[src/rtl/core/sme_pkg.sv]
`default_nettype none
package sme_pkg;

  localparam int WORD_W   = 32;
  localparam int OP_W     = 3;
  localparam int ADDR_W   = 5;
  localparam int STATUS_W = 2;
  localparam int COUNT_W  = 7;

  localparam int STACK_DEPTH_DEF = 64;
  localparam int DATA_WORDS_DEF  = 32;

  typedef enum logic [OP_W-1:0] {
    OP_PUSH = 3'd0,
    OP_POP  = 3'd1,
    OP_ADD  = 3'd2,
    OP_MULT = 3'd3,
    OP_END  = 3'd4,
    OP_LOAD = 3'd5,
    OP_READ = 3'd6
  } op_t;

  typedef enum logic [STATUS_W-1:0] {
    ST_OK        = 2'd0,
    ST_OVERFLOW  = 2'd1,
    ST_UNDERFLOW = 2'd2,
    ST_HALTED    = 2'd3
  } status_t;

  typedef struct packed {
    logic    data_we;
    logic    stack_we;
    logic    halt;
    logic    is_read;
    status_t status;
  } step_ctl_t;

endpackage
`default_nettype wire

[src/rtl/core/sme_if.sv]
`default_nettype none
interface sme_instr_if;
  logic                               valid;
  logic                               ready;
  logic [sme_pkg::OP_W-1:0]           operation;
  logic [sme_pkg::ADDR_W-1:0]         address;
  logic signed [sme_pkg::WORD_W-1:0]  load_value;

  modport source(output valid, operation, address, load_value, input ready);
  modport sink(input valid, operation, address, load_value, output ready);
endinterface

interface sme_result_if;
  logic                               valid;
  logic                               ready;
  logic [sme_pkg::STATUS_W-1:0]       status;
  logic signed [sme_pkg::WORD_W-1:0]  result_value;
  logic [sme_pkg::COUNT_W-1:0]        stack_count;

  modport source(output valid, status, result_value, stack_count, input ready);
  modport sink(input valid, status, result_value, stack_count, output ready);
endinterface
`default_nettype wire

[src/rtl/core/stack_machine_execute.sv]
// Zero-address stack machine, one instruction per request.
// instr (sink): operation, address, load_value. result (source): status,
// result_value, stack_count; exactly one result per instruction, in order.
// A request is held in the instruction register while the data word it
// addresses is read from the data RAM, then executes and lands in the result
// register. Throughput is one instruction per cycle while the receiver does
// not stall. The top two stack entries live in registers; the third is
// prefetched from the stack RAM every cycle, with a bypass when it is written
// in the same cycle. The data RAM likewise bypasses a write from the
// executing instruction to the address being fetched. After reset,
// instr.ready stays low while the data RAM is swept to zero; stack depth and
// the halt flag clear at once.
// When the receiver stalls, the result register holds; one more instruction
// is taken into the instruction register, after which instr.ready drops.
// END or an unknown opcode halts the machine until reset; reads still work.
`default_nettype none
module stack_machine_execute #(
  parameter int STACK_DEPTH = sme_pkg::STACK_DEPTH_DEF,
  parameter int DATA_WORDS  = sme_pkg::DATA_WORDS_DEF
) (
  input wire logic     clk,
  input wire logic     rst,
  sme_instr_if.sink    instr,
  sme_result_if.source result
);

  localparam int SAW    = $clog2(STACK_DEPTH);
  localparam int DW     = $clog2(STACK_DEPTH + 1);
  localparam int DAW    = $clog2(DATA_WORDS);
  localparam int NADDR  = 2 ** sme_pkg::ADDR_W;
  localparam int WORD_W = sme_pkg::WORD_W;

  logic [DAW-1:0] addr_map [NADDR];

  for (genvar i = 0; i < NADDR; i++) begin : g_addr_map
    localparam int IDX = i % DATA_WORDS;
    assign addr_map[i] = DAW'(IDX);
  end

  logic                     clr_active;
  logic [DAW-1:0]           clr_addr;

  logic                     a_valid;
  logic [sme_pkg::OP_W-1:0] a_op;
  logic [DAW-1:0]           a_addr;
  logic [WORD_W-1:0]        a_load_value;

  logic                     halted;
  logic [DW-1:0]            depth;
  logic [WORD_W-1:0]        tos;
  logic [WORD_W-1:0]        nos;

  logic                     third_byp;
  logic [WORD_W-1:0]        third_byp_data;
  logic                     data_byp;
  logic [WORD_W-1:0]        data_byp_data;

  logic                       rsp_valid;
  logic [sme_pkg::STATUS_W-1:0] rsp_status;
  logic [WORD_W-1:0]          rsp_value;
  logic [sme_pkg::COUNT_W-1:0] rsp_count;

  logic                     accept;
  logic                     exec;
  sme_pkg::step_ctl_t       ctl;
  logic [DW-1:0]            depth_next;
  logic [DW-1:0]            depth_upd;
  logic [WORD_W-1:0]        tos_next;
  logic [WORD_W-1:0]        nos_next;
  logic [WORD_W-1:0]        data_wdata;
  logic [WORD_W-1:0]        third;
  logic [WORD_W-1:0]        data_word;
  logic [WORD_W-1:0]        stack_rdata;
  logic [WORD_W-1:0]        data_rdata;

  logic                     stack_we;
  logic [SAW-1:0]           stack_waddr;
  logic [SAW-1:0]           stack_raddr;
  logic                     data_we;
  logic [DAW-1:0]           data_waddr;
  logic [WORD_W-1:0]        data_ram_wdata;
  logic [DAW-1:0]           data_raddr;

  assign exec         = a_valid && (!rsp_valid || result.ready);
  assign instr.ready  = !clr_active && (!a_valid || exec);
  assign accept       = instr.valid && instr.ready;

  assign result.valid        = rsp_valid;
  assign result.status       = rsp_status;
  assign result.result_value = rsp_value;
  assign result.stack_count  = rsp_count;

  assign third     = third_byp ? third_byp_data : stack_rdata;
  assign data_word = data_byp ? data_byp_data : data_rdata;

  sme_step #(
    .STACK_DEPTH(STACK_DEPTH),
    .DW         (DW)
  ) u_step (
    .op        (a_op),
    .halted    (halted),
    .depth     (depth),
    .tos       (tos),
    .nos       (nos),
    .third     (third),
    .data_word (data_word),
    .load_value(a_load_value),
    .ctl       (ctl),
    .depth_next(depth_next),
    .tos_next  (tos_next),
    .nos_next  (nos_next),
    .data_wdata(data_wdata)
  );

  // stack RAM holds entries below the two top registers
  assign depth_upd   = exec ? depth_next : depth;
  assign stack_we    = exec && ctl.stack_we;
  assign stack_waddr = SAW'(depth - DW'(2));
  assign stack_raddr = SAW'(depth_upd - DW'(3));

  sme_ram #(
    .WIDTH(WORD_W),
    .DEPTH(STACK_DEPTH)
  ) u_stack_ram (
    .clk  (clk),
    .we   (stack_we),
    .waddr(stack_waddr),
    .wdata(nos),
    .re   (1'b1),
    .raddr(stack_raddr),
    .rdata(stack_rdata)
  );

  assign data_we        = clr_active || (exec && ctl.data_we);
  assign data_waddr     = clr_active ? clr_addr : a_addr;
  assign data_ram_wdata = clr_active ? '0 : data_wdata;
  assign data_raddr     = addr_map[instr.address];

  sme_ram #(
    .WIDTH(WORD_W),
    .DEPTH(DATA_WORDS)
  ) u_data_ram (
    .clk  (clk),
    .we   (data_we),
    .waddr(data_waddr),
    .wdata(data_ram_wdata),
    .re   (accept),
    .raddr(data_raddr),
    .rdata(data_rdata)
  );

  always_ff @(posedge clk) begin
    if (rst) begin
      clr_active <= 1'b1;
      clr_addr   <= '0;
    end else if (clr_active) begin
      if (clr_addr == DAW'(DATA_WORDS - 1)) begin
        clr_active <= 1'b0;
      end else begin
        clr_addr <= clr_addr + DAW'(1);
      end
    end
  end

  always_ff @(posedge clk) begin
    if (rst) begin
      a_valid <= 1'b0;
    end else if (accept) begin
      a_valid <= 1'b1;
    end else if (exec) begin
      a_valid <= 1'b0;
    end
  end

  always_ff @(posedge clk) begin
    if (accept) begin
      a_op          <= instr.operation;
      a_addr        <= data_raddr;
      a_load_value  <= instr.load_value;
      data_byp      <= exec && ctl.data_we && (a_addr == data_raddr);
      data_byp_data <= data_wdata;
    end
    third_byp      <= stack_we && (stack_waddr == stack_raddr);
    third_byp_data <= nos;
  end

  always_ff @(posedge clk) begin
    if (rst) begin
      halted <= 1'b0;
      depth  <= '0;
    end else if (exec) begin
      halted <= halted || ctl.halt;
      depth  <= depth_next;
    end
  end

  always_ff @(posedge clk) begin
    if (exec) begin
      tos <= tos_next;
      nos <= nos_next;
    end
  end

  always_ff @(posedge clk) begin
    if (rst) begin
      rsp_valid <= 1'b0;
    end else if (exec) begin
      rsp_valid <= 1'b1;
    end else if (result.ready) begin
      rsp_valid <= 1'b0;
    end
  end

  always_ff @(posedge clk) begin
    if (exec) begin
      rsp_status <= ctl.status;
      rsp_count  <= sme_pkg::COUNT_W'(depth_next);
      if (ctl.is_read) begin
        rsp_value <= data_word;
      end else if (depth_next == '0) begin
        rsp_value <= '0;
      end else begin
        rsp_value <= tos_next;
      end
    end
  end

endmodule
`default_nettype wire

[src/rtl/core/sme_ram.sv]
`default_nettype none
module sme_ram #(
  parameter int WIDTH = 32,
  parameter int DEPTH = 32
) (
  input  wire logic                     clk,
  input  wire logic                     we,
  input  wire logic [$clog2(DEPTH)-1:0] waddr,
  input  wire logic [WIDTH-1:0]         wdata,
  input  wire logic                     re,
  input  wire logic [$clog2(DEPTH)-1:0] raddr,
  output logic      [WIDTH-1:0]         rdata
);

  logic [WIDTH-1:0] mem [DEPTH];

  always_ff @(posedge clk) begin
    if (we) begin
      mem[waddr] <= wdata;
    end
    if (re) begin
      rdata <= mem[raddr];
    end
  end

endmodule
`default_nettype wire

[src/rtl/core/sme_step.sv]
`default_nettype none
module sme_step #(
  parameter int STACK_DEPTH = sme_pkg::STACK_DEPTH_DEF,
  parameter int DW          = $clog2(STACK_DEPTH + 1)
) (
  input  wire logic [sme_pkg::OP_W-1:0]   op,
  input  wire logic                       halted,
  input  wire logic [DW-1:0]              depth,
  input  wire logic [sme_pkg::WORD_W-1:0] tos,
  input  wire logic [sme_pkg::WORD_W-1:0] nos,
  input  wire logic [sme_pkg::WORD_W-1:0] third,
  input  wire logic [sme_pkg::WORD_W-1:0] data_word,
  input  wire logic [sme_pkg::WORD_W-1:0] load_value,
  output sme_pkg::step_ctl_t              ctl,
  output logic      [DW-1:0]              depth_next,
  output logic      [sme_pkg::WORD_W-1:0] tos_next,
  output logic      [sme_pkg::WORD_W-1:0] nos_next,
  output logic      [sme_pkg::WORD_W-1:0] data_wdata
);

  logic [sme_pkg::WORD_W-1:0]   sum;
  logic [2*sme_pkg::WORD_W-1:0] prod_full;

  assign sum        = nos + tos;
  assign prod_full  = nos * tos;
  assign data_wdata = (op == sme_pkg::OP_LOAD) ? load_value : tos;

  always_comb begin
    ctl        = '0;
    ctl.status = sme_pkg::ST_OK;
    depth_next = depth;
    tos_next   = tos;
    nos_next   = nos;
    if (halted) begin
      ctl.status  = sme_pkg::ST_HALTED;
      ctl.is_read = (op == sme_pkg::OP_READ);
    end else begin
      case (sme_pkg::op_t'(op))
        sme_pkg::OP_PUSH: begin
          if (depth == DW'(STACK_DEPTH)) begin
            ctl.status = sme_pkg::ST_OVERFLOW;
          end else begin
            depth_next   = depth + DW'(1);
            tos_next     = data_word;
            nos_next     = tos;
            ctl.stack_we = (depth >= DW'(2));
          end
        end
        sme_pkg::OP_POP: begin
          if (depth == '0) begin
            ctl.status = sme_pkg::ST_UNDERFLOW;
          end else begin
            depth_next  = depth - DW'(1);
            tos_next    = nos;
            nos_next    = third;
            ctl.data_we = 1'b1;
          end
        end
        sme_pkg::OP_ADD, sme_pkg::OP_MULT: begin
          if (depth < DW'(2)) begin
            ctl.status = sme_pkg::ST_UNDERFLOW;
          end else begin
            depth_next = depth - DW'(1);
            tos_next   = (op == sme_pkg::OP_ADD) ? sum : prod_full[sme_pkg::WORD_W-1:0];
            nos_next   = third;
          end
        end
        sme_pkg::OP_LOAD: begin
          ctl.data_we = 1'b1;
        end
        sme_pkg::OP_READ: begin
          ctl.is_read = 1'b1;
        end
        default: begin
          ctl.halt   = 1'b1;
          ctl.status = sme_pkg::ST_HALTED;
        end
      endcase
    end
  end

endmodule
`default_nettype wire

[src/flat_wrapper.sv]
// flat-port wrapper written by rule: the top's interface ports become plain ports
module stack_machine_execute_flat 
#(
  parameter int STACK_DEPTH = sme_pkg::STACK_DEPTH_DEF,
  parameter int DATA_WORDS  = sme_pkg::DATA_WORDS_DEF
)
  (clk, rst, instr_valid, instr_operation, instr_address, instr_load_value, instr_ready, result_valid, result_status, result_result_value, result_stack_count, result_ready);
  sme_instr_if instr_i ();
  sme_result_if result_i ();
  input wire logic clk;
  input wire logic rst;
  input wire logic [$bits(instr_i.valid)-1:0] instr_valid;
  input wire logic [$bits(instr_i.operation)-1:0] instr_operation;
  input wire logic [$bits(instr_i.address)-1:0] instr_address;
  input wire logic [$bits(instr_i.load_value)-1:0] instr_load_value;
  output wire logic [$bits(instr_i.ready)-1:0] instr_ready;
  output wire logic [$bits(result_i.valid)-1:0] result_valid;
  output wire logic [$bits(result_i.status)-1:0] result_status;
  output wire logic [$bits(result_i.result_value)-1:0] result_result_value;
  output wire logic [$bits(result_i.stack_count)-1:0] result_stack_count;
  input wire logic [$bits(result_i.ready)-1:0] result_ready;
  assign instr_i.valid = instr_valid;
  assign instr_i.operation = instr_operation;
  assign instr_i.address = instr_address;
  assign instr_i.load_value = instr_load_value;
  assign instr_ready = instr_i.ready;
  assign result_valid = result_i.valid;
  assign result_status = result_i.status;
  assign result_result_value = result_i.result_value;
  assign result_stack_count = result_i.stack_count;
  assign result_i.ready = result_ready;
  stack_machine_execute #(.STACK_DEPTH(STACK_DEPTH), .DATA_WORDS(DATA_WORDS)) u_core (.clk(clk), .rst(rst), .instr(instr_i), .result(result_i));
endmodule
[config.mk]
export PLATFORM = sky130hd
export DESIGN_NAME = stack_machine_execute_flat
export DESIGN_NICKNAME = d
export VERILOG_FILES = /design/src/rtl/core/sme_pkg.sv /design/src/rtl/core/sme_if.sv /design/src/rtl/core/stack_machine_execute.sv /design/src/rtl/core/sme_ram.sv /design/src/rtl/core/sme_step.sv /design/src/flat_wrapper.sv
export SDC_FILE = /design/constraint.sdc
export NUM_CORES = 2
export LEC_CHECK = 0
export BUFFER_PORTS_ARGS = -buffer_cell sky130_fd_sc_hd__buf_2
export CORE_MARGIN = 2
export CORE_UTILIZATION = 40
export DETAILED_ROUTE_END_ITERATION = 16
export SYNTH_ARGS = -nofsm -noshare
export SYNTH_HDL_FRONTEND = slang
export SYNTH_SLANG_ARGS = --single-unit
[constraint.sdc]
create_clock -name clk -period 13.75 [get_ports clk]
set_input_delay 0.6875 -clock clk [delete_from_list [all_inputs] [get_ports clk]]
set_output_delay 0.6875 -clock clk [all_outputs]
set_load 0.02 [all_outputs]
# After elaboration in Yosys (flattened, before gate mapping)

Memory sizes are Yosys's and may differ from the RTL's. A register that Yosys moved wholly into a read port is not among the register bits.
Cells that the tools add are included.

Bits in registers: 227
RAM bits: 3072
ROM bits: 160
Input bits: 44
Output and inout port bits: 43
Logic and storage cells: 118
Memories: 3

Memory list:

| name                   | depth | width | rd ports | clocked after memory_dff | write ports | line                         | RTL |
|---|---|---|---|---|---|---|---|
| u_core.u_stack_ram.mem | 64    | 32    | 1        | 1                        | 1           | sme_ram.sv:15                | `logic [WIDTH-1:0] mem [DEPTH];` |
| u_core.u_data_ram.mem  | 32    | 32    | 1        | 1                        | 1           | sme_ram.sv:15                |  |
| (no name shown)        | 32    | 5     | 1        | 0                        | 0           | stack_machine_execute.sv:137 | `assign data_raddr = addr_map[instr.address];` |

$add $sub $neg: 6
Multipliers: 1
$lt $le $gt $ge: 3
Eq/ne operators: 12
Muxes and demuxes: 47
Bitwise logic cells: 3
Reduce and logical (&&, ||, !) cells: 25

Operators with widths:

| kind                  | number |
|---|---|
| $mux W32              | 14 |
| $pmux W32 S3          | 2 |
| $mux W7               | 5 |
| $add A32 B32 Y32      | 1 |
| $mul A32 B32 Y32      | 1 |
| $pmux W7 S3           | 1 |
| $mux W1               | 16 |
| $mux W5               | 3 |
| $logic_not A7 Y1      | 2 |
| $sub A6 B2 Y6 const B | 2 |
| $pmux W2 S4           | 1 |
| $add A7 B1 Y7 const B | 1 |
| $eq A7 B7 Y1 const B  | 1 |
| $ge A7 B2 Y1 const B  | 1 |
| $logic_and A1 B1 Y1   | 7 |
| $lt A7 B2 Y1 const B  | 1 |
| $sub A7 B1 Y7 const B | 1 |
| $eq A3 B2 Y1 const B  | 2 |
| $eq A3 B3 Y1 const B  | 2 |
| $eq A6 B6 Y1          | 1 |
| $ge A6 B6 Y1 const B  | 1 |
| $mux W3               | 2 |
| $ne A2 B2 Y1 const B  | 3 |
| $not A5 Y6            | 1 |
| other kinds (16)      | 25 |

# Depth between registers and ports, before layout

Depth after elaboration: 8
Gate-level depth with buffers: 29

# By module

From an unflattened synthesis, not the netlist that was laid out.

Cells, all modules: 8439
Area, all modules: 147809.3 sq um

By module, submodules not included:

| module                        | times used | cells each | area an instance (sq um) |
|---|---|---|---|
| sme_ram at u_core.u_stack_ram | 1          | 3324       | 78835.6 |
| sme_ram at u_core.u_data_ram  | 1          | 2260       | 40807.9 |
| sme_step                      | 1          | 2373       | 19792.7 |
| stack_machine_execute         | 1          | 482        | 8373.0 |

# Worst setup path after synthesis

No wires, ideal clock.

Path kind: reg2reg
From: register u_core.nos[13]
To: register u_core.rsp_value[29] (netlist: u_core.result.result_value[29]), data pin
Library setup time: 0.256 ns
Arrival time: 8.012 ns
Path slack: 5.482 ns
Cell stages (with the launch flop): 27
Buffers on the path: 2
Period minus slack after synthesis: 8.268 ns
Cells stage by stage: edfxtp_1 > clkbuf_1 > clkbuf_1 > nand2_1 > fa_1 > inv_1 > fa_1 > fa_1 > inv_1 > fa_1 > inv_1 > fa_1 > fa_1 > fa_1 > fa_1 > ha_1 > a21oi_1 > o21bai_1 > a221o_1 > or3_1 > a31oi_1 > o21ai_0 > xnor2_1 > mux2i_1 > a222oi_1 > o21ai_0 > a22o_1

Cells in the longest elaborated chain, start to end: 7
Elaborated cells on any way between the ends: 8
Classes of those cells: add/sub (1); mul (1); mux (6)

RTL lines:

| item                                                 | line                           | RTL |
|---|---|---|
| start, declared                                      | stack_machine_execute.sv:51    | `logic [WORD_W-1:0] nos;` |
| start signal, assigned                               | stack_machine_execute.sv:200   | `nos <= nos_next;` |
| $mul A32 B32 Y32 or $add A32 B32 Y32 (tied branches) | sme_step.sv:25, sme_step.sv:24 |  |
| $mux W32 (*)                                         | sme_step.sv:64                 | `tos_next = (op == sme_pkg::OP_ADD) ? sum : prod_full[sme_pkg::WORD_W-1:0];` |
| $mux W32 (*)                                         | sme_step.sv:60                 | `if (depth < DW'(2)) begin` |
| $pmux W32 S3 (*)                                     | sme_step.sv:38                 | `case (sme_pkg::op_t'(op))` |
| $mux W32 (*)                                         | sme_step.sv:34                 | `if (halted) begin` |
| via u_core.tos_next[29]                              | stack_machine_execute.sv:68    | `logic [WORD_W-1:0] tos_next;` |
| $mux W32 (*)                                         | stack_machine_execute.sv:220   | `end else if (depth_next == '0) begin` |
| $mux W32 (*)                                         | stack_machine_execute.sv:218   | `if (ctl.is_read) begin` |
| end signal, assigned                                 | stack_machine_execute.sv:219   | `rsp_value <= data_word;` |
| end signal, assigned                                 | stack_machine_execute.sv:223   | `rsp_value <= tos_next;` |
| end, declared                                        | stack_machine_execute.sv:60    | `logic [WORD_W-1:0] rsp_value;` |

Mark *: on every way through the listed nets, which the timed path passes. The rest lies on a longest branch.
A chain may end at the register's enable or synchronous reset.

# Worst setup path after layout

From: register u_core.nos[4]
To: register u_core.rsp_value[29] (netlist: u_core.result.result_value[29]), data pin

The elaborated chain is that of the path after synthesis.

==> metrics list <==
- Status: finished, violations left
- The checks that failed: capacitance limit, slew limit.
- Across the routed clock network, the largest skew measured is between 0.1 and 0.15 ns.
- Max-cap violations: 1
* Layout Nets: 8747
- Summed over all layers, the routed wires come to 401000 um.
- When the netlist entered floorplanning its net count stood at 8464.
- Final min period: 9.56 ns
- After detailed routing, the average wire length per cell comes to 30.3 um.
- The critical path is of the reg -> reg type.
* Cell Int Power: 16.6 mW
* Storage cell area: around 100000 um^2
- The tree built by TritonCTS fans out to 3363 sinks.
- Cts repair resizes: 0
* CP endpoint kind: register
- After layout, the worst setup slack is 4.19 ns.
- Counting instances, the worst hold path has a depth of 1.
* Commonest register cell after synthesis: edfxtp_1
- Complex-gate fraction of the synthesized area: 2.98%
- Cell with the biggest individual delay on the critical path: edfxtp_1
* Achievable Freq: 0.105 GHz
* Combinational share of power: 1.4%
* Clock latency on the worst-skew pair: 0.98 ns
- In this run the worst path has a maximum fanout of between 50 and 60.
- The cell family contributing the most delay on the critical path is adder cells.
- Of all flip-flops after synthesis, the portion carrying an async set or reset was 0%.
- After synthesis, the netlist uses 80 different library cells.
- The worst register-to-register path begins at u_core.nos[4].
* Hold path startpoint: instr_load_value[30]
- The floorplan has 222 rows.
- The final number of hold-violating endpoints is 0.
- Met3 usage in global routing: under 10%
* Final number of max-transition violations: 25
- Area added between synthesis and finish: 13.0%
* Leading cell type in the layout, fill and taps excluded: edfxtp_1
- For this run, the register share of the synthesized area comes to 68.2%.
- Remaining global-route overflow: 0
* Combinational family with the most area after synthesis: multiplexers
- First-iteration detailed-routing DRC count: 8322
- Synthesis handed over a netlist of 7846 instances.
- The H-tree generated during clock tree synthesis spans 5 levels.
- Each instance of the synthesized netlist takes up on average 18.7 um^2.
* Number of antenna violations at the first check in global routing: 26
- Clock-pin slew reported for the worst setup and hold paths after clock tree synthesis: 0.06 ns
- Per report_power, the clock group accounts for 44.8% of the total.
* Layout cell share with drive strength beyond 1: between 20% and 30%
* Vias in the first global route: 78.3k
- Met1 layer usage reported by global route: 29.0%
- The region available for standard cell placement spans 366000 um^2.
- Total setup violations reported at the end of the flow: 0
* Worst VDD drop: 0.117 mV
- DR DRC count: 0
* Post-Synth Simple-Gate Area: between 3 and 4%
- Destination of the worst register-to-register timing path: u_core.result.result_value[29]
- Clock tree from TritonCTS: done
- Final setup TNS: 0 ns
- Setup repair after global routing missed its margin: no
- Hold slack final: 0.0625 ns
* Total clock buffers created by CTS: 351
- In the layout the commonest cells are edfxtp_1 (3282), mux4_2 (832), fa_1 (409), inv_1 (406), clkbuf_16 (355).
* Data required time of the critical path: 14.38 ns
* Worst-Margin Slew: 1.58 ns
- Gr busiest metal: met2
* HPWL Detailed: 232000 um
* Summed instance area of the synthesized netlist: 147000 um^2
* Number of input and output port buffers inserted: 86
- In this run the worst hold path is classified as in -> reg.
- In this run the vertical extent of the chip is roughly 610 um.
- Type of element launching the critical path: register
* Maximum number of pins on one net before global-route repair: approximately 150
- For the worst setup path, the data arrival time is 10.19 ns.
- Depth of the most critical reg-to-reg path: 25
- Counting stages on the worst path, the most repeated cell is fa_1.
- Net switching power of the design: approximately 4.1 mW
- Measured along the x axis, the die boundary spans 610 um.
- Count of state elements after synthesis: 3363
- Global-route wire length before repair: 574000 um
- Of the total synthesized cell area, the portion taken by XOR and XNOR cells is 0.801%.
- The number of buffers and inverters on the critical path is 4.
* Reg-to-reg setup timing slack: around 4.2 ns
- The die covers 372000 um^2.
* Leakage: ~55 nW
- Global routing usage on met2: 35.3%
- Prior to clock tree synthesis, the placed netlist has a worst setup slack of 4.40 ns.
- Counting the fill cells in the layout gives roughly 31k.
- For this design the ratio of total power to cell area is 125 nW/um^2.
- The multi-input combinational cells in the finished layout cover a total of 44300 um^2.
- Count of synthesis-stage warnings from yosys: 0
* CTS root buf: clkbuf_16
* Final instance count without filler cells: 13.2k
- Number of enable-type register cells in the synthesized netlist: approximately 3.3k
- Initial Util: between 40 and 50%
* Mux share of post-synthesis cell area: between 10% and 20%
- Counting along the longest clock path gives a buffer depth of 4.
- Antenna Nets Post-Route: 0
- Max incr delay on CP: 1.07 ns
- In this run switching power makes up between 10% and 20% of total power.
- Adder-cell share of the synthesized area: 6.98%
- Worst Hold Endpoint: u_core.a_load_value[30]
- Total vias in the final route: 75.6k
- Gr usage total: between 20% and 30%
- Dividing the detail-routed via count by the number of cells gives 5.71.
- In this run, flip-flops and latches consume 53.8% of the power.
- The congestion estimate from routability-driven global placement came to around 0.88.
- Measured against its own limit, the worst slew margin works out to -5.54%.
* Final worst path period share: 69.5%
- Final core area utilization: 45.4%
- Including well taps, the total number of placed cells is ~13k.
* Drt pass-1 iters: 6
- 87 I/O pins were placed.
## cells in the mapped netlist, drive strengths merged (4+ instances only)
master      n  share of area (%)
o21a        8              0.041
nand2     346               0.88
nor3b       4              0.024
or3         6              0.026
mux2i     188                1.3
xor2       38               0.23
nor2b     111               0.47
nor3       16              0.054
o31ai       4              0.020
o21ai     127               0.44
dfxtp      81                1.1
mux4      832                 13
nand3      17              0.058
a222oi      8              0.054
nor2      241               0.62
nand2b     13              0.055
a22o       15              0.089
a211oi     83               0.42
a31oi      17              0.077
inv       406                1.0
fa        409                5.6
a21oi     208               0.71
o22ai      40               0.17
clkbuf    306               0.78
a32oi       5              0.030
a221o      36               0.25
o2bb2ai    12              0.072
or2        10              0.043
edfxtp   3282                 67
a21o       30               0.15
o21bai     12              0.061
ha        165                1.4
a211o       7              0.042
o221ai      5              0.030
and2      312                1.3
buf       125               0.43
a221oi     12              0.072
mux2      143                1.1
a22oi       5              0.026
and3       11              0.047
nor4        4              0.017
o211ai     10              0.051
xnor2      93               0.56
## area by class of cell
type	count	share of cell area, %
repair buffers	361	1.67
multi-input cells	3645	26.7
inverters	407	0.921
clock inverters	192	1.19
clock buffers	445	5.56
diodes	4	0.00603
flip-flops and latches	3363	60.3
well taps	4816	3.63
## worst max path at each step
stage	depth (start not counted)	startpoint	end
3_3_place_gp	26	u_core.nos[4]	u_core.result.result_value[29]
4_1_cts	25	u_core.nos[4]	u_core.result.result_value[29]
2_1_floorplan	26	u_core.nos[13]	u_core.result.result_value[29]
5_1_grt	27	u_core.nos[9]	u_core.result.result_value[29]
3_5_place_dp	25	u_core.nos[4]	u_core.result.result_value[29]
6_report	25	u_core.nos[4]	u_core.result.result_value[29]
## per-stage QoR
stage                     area (um^2)  total power, mW
final                          166000             20.7
after global routing           166000             21.3
after CTS                      166000             20.9
after detailed placement       155000             11.6
after global placement         155000             11.6
after floorplan                147000             11.5
## layer usage
metal | routed length (um) | vias to the layer above | share of wire (%)
met5 | 12 | - | 0.0030
met4 | 15100 | 2 | 3.8
met3 | 28000 | 633 | 7.0
met2 | 196000 | 3037 | 49
met1 | 162000 | 40700 | 40
li1 | - | 31200 | -
## flip-flops by register name (all words and copies together), names as in the netlist, 2 cells and up
name                        cells
u_core.a_addr                   5
u_core.u_stack_ram.rdata       32
u_core.third_byp_data          32
u_core.u_stack_ram.mem       2048
u_core.u_data_ram.rdata        32
u_core.result.stack_count       7
u_core.depth                    7
u_core.tos                     32
u_core.u_data_ram.mem        1024
u_core.result.status            2
u_core.clr_addr                 5
u_core.nos                     32
u_core.data_byp_data           32
u_core.a_op                     3
u_core.a_load_value            32
u_core.result.result_value     32
## kinds of logic after synthesis
| group | Yosys count |
|---|---|
| AO/OA/AOI/OAI | 672 |
| multiplexers | 1163 |
| flip-flops | 3363 |
| XOR/XNOR | 132 |
| buffers and inverters | 838 |
| adder cells (fa/ha/maj) | 574 |
| AND/OR/NAND/NOR | 1104 |
## power groups by stage
stage | Clock, mW | Combinational [mW] | Sequential [mW]
after floorplan | 0 | 0.187 | 11.3
after global placement | 0 | 0.294 | 11.3
after detailed placement | 0 | 0.294 | 11.3
after CTS | 9.43 | 0.302 | 11.1
after global routing | 9.81 | 0.314 | 11.1
final | 9.28 | 0.298 | 11.1
## timing repair
action	4_1_cts	5_1_grt
hold buffers	28	0
setup buffers	0	0
hold endpoints to repair	28	0
setup endpoints to repair	0	0
Note: power is estimated with default switching activity, not from simulation.
